## config.mk

```make
export PLATFORM = sky130hd
export DESIGN_NAME = lidar_uart_frame_parser_core
export DESIGN_NICKNAME = d
export VERILOG_FILES = /design/src/hdl/lufp_pkg.sv /design/src/hdl/lufp_parser.sv /design/src/hdl/lufp_out_buf.sv /design/src/hdl/lidar_uart_frame_parser_core.sv
export VERILOG_INCLUDE_DIRS = /design/src /design/src/hdl
export SDC_FILE = /design/constraint.sdc
export NUM_CORES = 1
export LEC_CHECK = 0
export ABC_AREA = 1
export BUFFER_PORTS_ARGS = -buffer_cell sky130_fd_sc_hd__buf_2
export CORE_MARGIN = 2
export CORE_UTILIZATION = 40
export DETAILED_ROUTE_END_ITERATION = 8
export PLACE_DENSITY = 0.62
export SLEW_MARGIN = 20
export SYNTH_ARGS = -nofsm -noshare
export SYNTH_HDL_FRONTEND = slang
export SYNTH_SLANG_ARGS = --single-unit
```

## constraint.sdc

```tcl
create_clock -name clk -period 8.5 [get_ports clk]
set_input_delay 1.275 -clock clk [delete_from_list [all_inputs] [get_ports clk]]
set_output_delay 1.275 -clock clk [all_outputs]
set_load 0.03 [all_outputs]
```

## src/hdl/lidar_uart_frame_parser_core_macros.svh

```systemverilog
`ifndef LIDAR_UART_FRAME_PARSER_CORE_MACROS_SVH
`define LIDAR_UART_FRAME_PARSER_CORE_MACROS_SVH

// Both macros use the clk and arst_n of the module in which they stand.
`define LUFP_ASSERT(name, prop, msg) \
	name: assert property (@(posedge clk) disable iff (!arst_n) prop) \
		else $error(msg);

`define LUFP_ASSERT_NEXT(name, pre, post, msg) \
	`LUFP_ASSERT(name, (pre) |=> (post), msg)

`endif

```

## src/hdl/lufp_pkg.sv

```systemverilog
`default_nettype none

package lufp_pkg;

	localparam logic [7:0]  HDR_BYTE         = 8'h59;
	localparam logic [7:0]  HDR_SUM          = 8'hB2;
	localparam logic [3:0]  LAST_PHASE       = 4'd8;
	localparam logic [15:0] MIN_STRENGTH_RST = 16'd100;
	localparam logic [7:0]  MAX_FAILURES_RST = 8'd10;

	typedef enum logic [2:0] {
		STATUS_NONE    = 3'd0,
		STATUS_ACCEPT  = 3'd1,
		STATUS_WEAK    = 3'd2,
		STATUS_BAD_SUM = 3'd3,
		STATUS_BAD_HDR = 3'd4
	} status_t;

	typedef enum logic {
		CFG_MIN_STRENGTH = 1'b0,
		CFG_MAX_FAILURES = 1'b1
	} cfg_idx_t;

	typedef struct packed {
		logic [15:0] min_strength;
		logic [7:0]  max_failures;
	} cfg_t;

	typedef struct packed {
		logic [15:0] distance_cm;
		logic        lost;
		status_t     frame_status;
		logic [15:0] frame_strength;
	} result_t;

endpackage

`default_nettype wire

```

## src/hdl/lufp_parser.sv

```systemverilog
`default_nettype none
`include "lidar_uart_frame_parser_core_macros.svh"

module lufp_parser (
	input  wire logic             clk,
	input  wire logic             arst_n,
	input  wire lufp_pkg::cfg_t   cfg,
	input  wire logic             in_valid,
	output logic                  in_ready,
	input  wire logic [7:0]       in_byte,
	output logic                  res_valid,
	input  wire logic             res_ready,
	output lufp_pkg::result_t     res
);

	logic              valid_s1;
	logic [7:0]        byte_s1;
	logic              fire;

	logic [3:0]        phase_q, phase_d;
	logic [7:0]        sum_q, sum_d;
	logic [15:0]       dist_q, dist_d;
	logic [15:0]       pend_q, pend_d;
	logic [15:0]       strength_q, strength_d;
	logic [15:0]       pub_q, pub_d;
	logic              lost_q, lost_d;
	logic [8:0]        fail_q, fail_d;
	lufp_pkg::status_t status_d;

	assign in_ready  = !valid_s1 || res_ready;
	assign fire      = valid_s1 && res_ready;
	assign res_valid = valid_s1;

	always_ff @(posedge clk or negedge arst_n) begin
		if (!arst_n) begin
			valid_s1 <= 1'b0;
		end else if (in_ready) begin
			valid_s1 <= in_valid;
		end
	end

	always_ff @(posedge clk) begin
		if (in_ready && in_valid) begin
			byte_s1 <= in_byte;
		end
	end

	always_comb begin
		phase_d    = phase_q;
		sum_d      = sum_q;
		dist_d     = dist_q;
		pend_d     = pend_q;
		strength_d = strength_q;
		pub_d      = pub_q;
		lost_d     = lost_q;
		fail_d     = fail_q;
		status_d   = lufp_pkg::STATUS_NONE;
		if (phase_q == 4'd0 || phase_q > lufp_pkg::LAST_PHASE) begin
			phase_d = (byte_s1 == lufp_pkg::HDR_BYTE) ? 4'd1 : 4'd0;
		end else if (phase_q == 4'd1) begin
			if (byte_s1 == lufp_pkg::HDR_BYTE) begin
				sum_d   = lufp_pkg::HDR_SUM;
				phase_d = 4'd2;
			end else begin
				fail_d   = fail_q + 9'd1;
				status_d = lufp_pkg::STATUS_BAD_HDR;
				phase_d  = 4'd0;
			end
		end else if (phase_q < lufp_pkg::LAST_PHASE) begin
			sum_d = sum_q + byte_s1;
			case (phase_q)
				4'd2: dist_d[7:0]  = byte_s1;
				4'd3: dist_d[15:8] = byte_s1;
				4'd4: pend_d[7:0]  = byte_s1;
				4'd5: pend_d[15:8] = byte_s1;
				default: ;
			endcase
			phase_d = phase_q + 4'd1;
		end else begin
			strength_d = pend_q;
			if (sum_q != byte_s1) begin
				fail_d   = fail_q + 9'd1;
				status_d = lufp_pkg::STATUS_BAD_SUM;
			end else if (pend_q >= cfg.min_strength) begin
				pub_d    = dist_q;
				fail_d   = 9'd0;
				lost_d   = 1'b0;
				status_d = lufp_pkg::STATUS_ACCEPT;
			end else begin
				fail_d   = fail_q + 9'd1;
				status_d = lufp_pkg::STATUS_WEAK;
			end
			phase_d = 4'd0;
		end
		if (fail_d > {1'b0, cfg.max_failures}) begin
			lost_d = 1'b1;
			fail_d = {1'b0, cfg.max_failures} + 9'd1;
		end
	end

	always_ff @(posedge clk or negedge arst_n) begin
		if (!arst_n) begin
			phase_q    <= 4'd0;
			sum_q      <= 8'd0;
			strength_q <= 16'd0;
			pub_q      <= 16'd0;
			lost_q     <= 1'b0;
			fail_q     <= 9'd0;
		end else if (fire) begin
			phase_q    <= phase_d;
			sum_q      <= sum_d;
			strength_q <= strength_d;
			pub_q      <= pub_d;
			lost_q     <= lost_d;
			fail_q     <= fail_d;
		end
	end

	always_ff @(posedge clk) begin
		if (fire) begin
			dist_q <= dist_d;
			pend_q <= pend_d;
		end
	end

	assign res.distance_cm    = pub_d;
	assign res.lost           = lost_d;
	assign res.frame_status   = status_d;
	assign res.frame_strength = strength_d;

	`LUFP_ASSERT_NEXT(a_accept_clears, fire && status_d == lufp_pkg::STATUS_ACCEPT,
		fail_q == 9'd0 && !lost_q, "Accepted frame did not clear the failure state.")
	`LUFP_ASSERT(a_lost_has_count, lost_q |-> fail_q != 9'd0,
		"Lost flag is set with a zero failure count.")
	`LUFP_ASSERT(a_quiet_mid_frame,
		(fire && phase_q != 4'd1 && phase_q != lufp_pkg::LAST_PHASE)
		|-> status_d == lufp_pkg::STATUS_NONE,
		"A frame status was reported away from a frame boundary.")

endmodule

`default_nettype wire

```

## src/hdl/lufp_out_buf.sv

```systemverilog
`default_nettype none
`include "lidar_uart_frame_parser_core_macros.svh"

module lufp_out_buf (
	input  wire logic              clk,
	input  wire logic              arst_n,
	input  wire logic              in_valid,
	output logic                   in_ready,
	input  wire lufp_pkg::result_t in_data,
	output logic                   out_valid,
	input  wire logic              out_ready,
	output lufp_pkg::result_t      out_data
);

	logic              out_valid_q;
	logic              skid_valid_q;
	lufp_pkg::result_t out_data_q;
	lufp_pkg::result_t skid_data_q;
	logic              out_free;

	assign in_ready  = !skid_valid_q;
	assign out_free  = !out_valid_q || out_ready;
	assign out_valid = out_valid_q;
	assign out_data  = out_data_q;

	always_ff @(posedge clk or negedge arst_n) begin
		if (!arst_n) begin
			out_valid_q  <= 1'b0;
			skid_valid_q <= 1'b0;
		end else if (out_free) begin
			if (skid_valid_q) begin
				out_valid_q  <= 1'b1;
				skid_valid_q <= 1'b0;
			end else begin
				out_valid_q <= in_valid;
			end
		end else if (in_valid && in_ready) begin
			skid_valid_q <= 1'b1;
		end
	end

	always_ff @(posedge clk) begin
		if (out_free) begin
			if (skid_valid_q) begin
				out_data_q <= skid_data_q;
			end else if (in_valid) begin
				out_data_q <= in_data;
			end
		end else if (in_valid && in_ready) begin
			skid_data_q <= in_data;
		end
	end

	`LUFP_ASSERT(a_skid_behind_out, skid_valid_q |-> out_valid_q,
		"Skid stage holds a result while the output stage is empty.")
	`LUFP_ASSERT_NEXT(a_stall_to_skid, in_valid && in_ready && out_valid_q && !out_ready,
		skid_valid_q, "A transaction taken during a stall was not parked.")

endmodule

`default_nettype wire

```

## src/hdl/lidar_uart_frame_parser_core.sv

```systemverilog
// An accepted byte is registered in the parser, its result then in the output buffer.
// Throughput: one byte per cycle unless the skid stage is full; every accepted byte
// yields exactly one result.
// The output register and its skid stage let a byte be taken while a result waits.
// Reset (arst_n low, asynchronous) returns the parser to header search, clears the
// distance, strength, failure count and lost flag, and restores the register defaults.
`default_nettype none

module lidar_uart_frame_parser_core (
	input  wire logic        clk,
	input  wire logic        arst_n,
	input  wire logic        s_axis_tvalid,
	output logic             s_axis_tready,
	input  wire logic [7:0]  s_axis_tdata,   // [7:0] rx_byte
	output logic             m_axis_tvalid,
	input  wire logic        m_axis_tready,
	output logic [31:0]      m_axis_tdata,   // [15:0] distance_cm, [31:16] frame_strength
	output logic [3:0]       m_axis_tuser,   // [0] lost, [3:1] frame_status
	input  wire logic        cfg_valid,
	output logic             cfg_ready,
	input  wire logic [0:0]  cfg_index,
	input  wire logic [15:0] cfg_data
);

	lufp_pkg::cfg_t    cfg_q;
	lufp_pkg::result_t res;
	lufp_pkg::result_t out_res;
	logic              res_valid;
	logic              res_ready;

	assign cfg_ready = 1'b1;

	always_ff @(posedge clk or negedge arst_n) begin
		if (!arst_n) begin
			cfg_q.min_strength <= lufp_pkg::MIN_STRENGTH_RST;
			cfg_q.max_failures <= lufp_pkg::MAX_FAILURES_RST;
		end else if (cfg_valid && cfg_ready) begin
			case (lufp_pkg::cfg_idx_t'(cfg_index))
				lufp_pkg::CFG_MIN_STRENGTH: cfg_q.min_strength <= cfg_data;
				lufp_pkg::CFG_MAX_FAILURES: cfg_q.max_failures <= cfg_data[7:0];
				default: ;
			endcase
		end
	end

	lufp_parser u_parser (
		.clk       (clk),
		.arst_n    (arst_n),
		.cfg       (cfg_q),
		.in_valid  (s_axis_tvalid),
		.in_ready  (s_axis_tready),
		.in_byte   (s_axis_tdata),
		.res_valid (res_valid),
		.res_ready (res_ready),
		.res       (res)
	);

	lufp_out_buf u_out_buf (
		.clk       (clk),
		.arst_n    (arst_n),
		.in_valid  (res_valid),
		.in_ready  (res_ready),
		.in_data   (res),
		.out_valid (m_axis_tvalid),
		.out_ready (m_axis_tready),
		.out_data  (out_res)
	);

	assign m_axis_tdata = {out_res.frame_strength, out_res.distance_cm};
	assign m_axis_tuser = {out_res.frame_status, out_res.lost};

endmodule

`default_nettype wire

```

==> results_dict.tcl <==
set metrics [dict create \
    reg2reg_from "u_parser.phase_q[0]" \
    drtAntennaViolNets 0 \
    drc 0 \
    slowest_stage "nor2_2" \
    fin_crit_ps 4230 \
    cp.depth 21 \
    track_usage_pct 16.3 \
    htreeDepth 4 \
    startpoint_type "register" \
    power_density_nw_per_um2 291 \
    final_hold_viol_count 0 \
    die_y_um 156 \
    clock_skew_ps 12.8 \
    startpoint "u_parser.phase_q[0]" \
    syn_to_final_growth_pct 12.7 \
    final_util_pct 45.9 \
    cp-endpoint "u_out_buf.out_data[19]" \
    highest_layer "met4" \
    regToRegEndpoint "u_out_buf.out_data[19]" \
    drt-met1-wl_um 9110 \
    num_vias 6271 \
    hold_class "register to register" \
    cts_setup_buffers 0 \
    syn_area_um2 9190 \
    fillers 2160 \
    floorplan.initialDensity_pct 40.7 \
    max_cap_viol_count 0 \
    rrSetupSlack_ps 4270 \
    rsz0062_at_grt "no" \
    drtPass1Iterations 4 \
    post_dp_cell_area_um2 9780 \
    syn-instance-count 959 \
    critPathMostFrequentCell "inv_1" \
    setup_tns_ps 0 \
    grt_pass1_vias 6115 \
    critPathTopFamily "simple AND/OR/NAND/NOR gates" \
    clock-sinks 193 \
    met2WireLength_um 8780 \
    ys_types 43 \
    wl_per_cell_um 14.3 \
    peakVddDrop_v 0.000223 \
    routed_wl_um 18800 \
    finalSetupViolations 0 \
    path_cells "inv_1, ha_1, inv_1, nor2_1, inv_1, nor2_4, inv_1, nand2_1, inv_2, o21ai_0, a21oi_1, inv_1, ha_1, a21oi_1, o21ai_0, nor2_1, o21ai_0, nand2_1, a21oi_1, nor2_2, a31oi_1" \
    postCtsResizedCells 0 \
    grt_pass1_wl_um 31100 \
    cts_tree "yes" \
    syn_avg_cell_area_um2 9.58 \
    cp_slowest_stage_delay_ps 560 \
    slew_headroom_pct 34.9 \
    clkSlewWorstSetupHoldPaths_ps 80 \
    cts_root_buf "clkbuf_16" \
    critPathKind "register to register" \
    required_ps 8640 \
    nNetsFinal 1086 \
    worstPathMaxFanout 35 \
    wl_met3_um 657 \
    cts_hold_buf 0 \
    dpl.hpwl_um 13200 \
    yosysWarnings 0 \
    clk_latency_ps 420 \
    antenna_found_initial 0 \
    die_w_um 156 \
    status "complete, no violations" \
    worstRegToRegCells 21 \
    io_pins 69 \
    numCtsBuffers 17 \
    worst-slew-pin-transition_ps 974 \
    hold_ws_ps 490 \
    gp_congestion 0.898 \
    fmax_mhz 237 \
    fin_crit_sh_pct 49.7 \
    grt_start_max_net_pins 74 \
    synth-seq-area-share_pct 58.7 \
    yosys.area.top_type "edfxtp_1" \
    ys_ff_latch 193 \
    synth_fp_nets 1027 \
    vias_per_cell 4.77 \
    final_cell_area_um2 10400 \
    path_buf_inv 6 \
    crit_arrival_ps 4360 \
    die-area_um2 24200 \
    leakagePower_uw 0.00465 \
    design.core.area_um2 22600 \
    port-buffer-count 67 \
    n_antenna_cell 0 \
    drt-initial-drc-count 366 \
    synth_top_area_share_pct 36.6 \
    grt_overflow 0 \
    slew_viol_final 0 \
    netlist_top_cells_area "edfxtp_1 37%, dfrtp_1 21%, nand2_1 12%, ha_1 5.0%, inv_1 5.0%" \
    end_kind "register" \
    drive_gt1_share_pct 15.2 \
    std_cell_rows 55 \
    clock_path_buffers 2 \
]
## metal layers
| metal | vias to the layer above | global-route usage (%) |
|---|---|---|
| met2 | 114 | 26.8 |
| met5 | - | 0 |
| met1 | 2911 | 22.7 |
| li1 | 3232 | - |
| met4 | 0 | 4.11 |
| met3 | 14 | 2.56 |
## Yosys cell counts
library cell  number
a31oi_1            2
xor2_1            18
o211ai_1           2
a22oi_1            4
xnor2_1            1
a21oi_1           36
nor4_4             1
nand3_2            7
a32o_1             1
nand2_1          291
edfxtp_1         112
nor4_1             1
inv_1            122
clkbuf_1          17
a21oi_2            1
buf_6              2
nand3_1           18
or2_2              1
o22ai_1            2
buf_2              2
nor3b_1            1
inv_4              1
dfstp_2            5
o21ai_1            1
nand2_2            9
nor2_1            48
ha_1              37
nor2_2             3
o21ai_2           16
o21ai_0           83
a22o_1             1
nand4_1            6
nor3_1             5
fa_1               1
buf_4              3
dfrtp_1           76
inv_2              7
clkinv_2           1
buf_1              7
nand3b_1           1
nor2_4             1
o21bai_1           4
conb_1             1
## power breakdown
part / internal, uW / switching (uW) / total [uW]
registers: 1140 / 89.4 / 1230
clock network: 395 / 372 / 767
logic: 336 / 684 / 1020
total: 1870 / 1150 / 3020
## how the worst min path moves through the flow
stage / start / to / slack, ps / depth (start not counted)
floorplan: cfg_q[11] / cfg_q[11] / 450 / 2
global placement: cfg_q[11] / cfg_q[11] / 470 / 2
detailed placement: cfg_q[12] / cfg_q[12] / 480 / 2
CTS: cfg_q[12] / cfg_q[12] / 500 / 2
global route: cfg_q[14] / cfg_q[14] / 530 / 2
finish: cfg_q[11] / cfg_q[11] / 490 / 2
## area by class of cell
class / instances / area (um2) / share of cell area, %
multi-input combinational: 604 / 3170 / 30.6
timing repair buffer: 71 / 368 / 3.55
clock buffer: 18 / 439 / 4.24
clock inverter: 13 / 128 / 1.23
tap: 285 / 357 / 3.44
inverter: 131 / 495 / 4.78
sequential: 193 / 5400 / 52.1
## through the flow
stage	std cells	total power (uW)	setup slack [ps]
floorplan	959	2030	5080
global placement	1284	2250	4350
detailed placement	1284	2270	4290
CTS	1315	3040	4290
global route	1315	3240	3780
finish	1315	3020	4270
## sequential cells by signal, summed over array words and instances (netlist names)
register and count:
cfg_q 24, u_out_buf.out_data 36, u_out_buf.out_valid 1, u_out_buf.skid_data_q 36
u_out_buf.skid_valid_q 1, u_parser.byte_s1 8, u_parser.dist_q 16, u_parser.fail_q 9
u_parser.lost_q 1, u_parser.pend_q 16, u_parser.phase_q 4, u_parser.pub_q 16
u_parser.res_valid 1, u_parser.strength_q 16, u_parser.sum_q 8
## cell usage in the layout (no fill, tap or decap), drive strengths merged
cell	instances
edfxtp	112
clkbuf	18
a31oi	2
or2	1
clkinv	7
dfrtp	76
o211ai	2
a32o	1
o22ai	2
o21bai	4
nand2	300
nand4	6
ha	37
a21oi	37
buf	71
nand3b	1
nor3	5
a22o	1
nor4	2
clkinvlp	1
conb	1
o21ai	100
xnor2	1
a22oi	4
fa	1
nor3b	1
inv	136
nor2	52
dfstp	5
xor2	18
nand3	25
## worst reg2reg max path, cell delays in order, from the launching register on
cell and delay, ps:
dfrtp_1 420, inv_1 130, ha_1 150, inv_1 70, nor2_1 130, inv_1 80, nor2_4 510, inv_1 140
nand2_1 350, inv_2 160, o21ai_0 170, a21oi_1 120, inv_1 70, ha_1 230, a21oi_1 130, o21ai_0 90
nor2_1 80, o21ai_0 70, nand2_1 70, a21oi_1 80, nor2_2 560, a31oi_1 150
## logic make-up after synthesis
kind of cell	count (synthesis)	share of synthesized area, %
compound gates	153	9.45
xor+xnor	19	1.81
fa+ha+maj	38	5.26
buf+inv	162	6.97
flops	193	58.7
other cells	1	0.0408
simple gates	393	17.7
No activity file was read; power rests on OpenSTA's default activity.
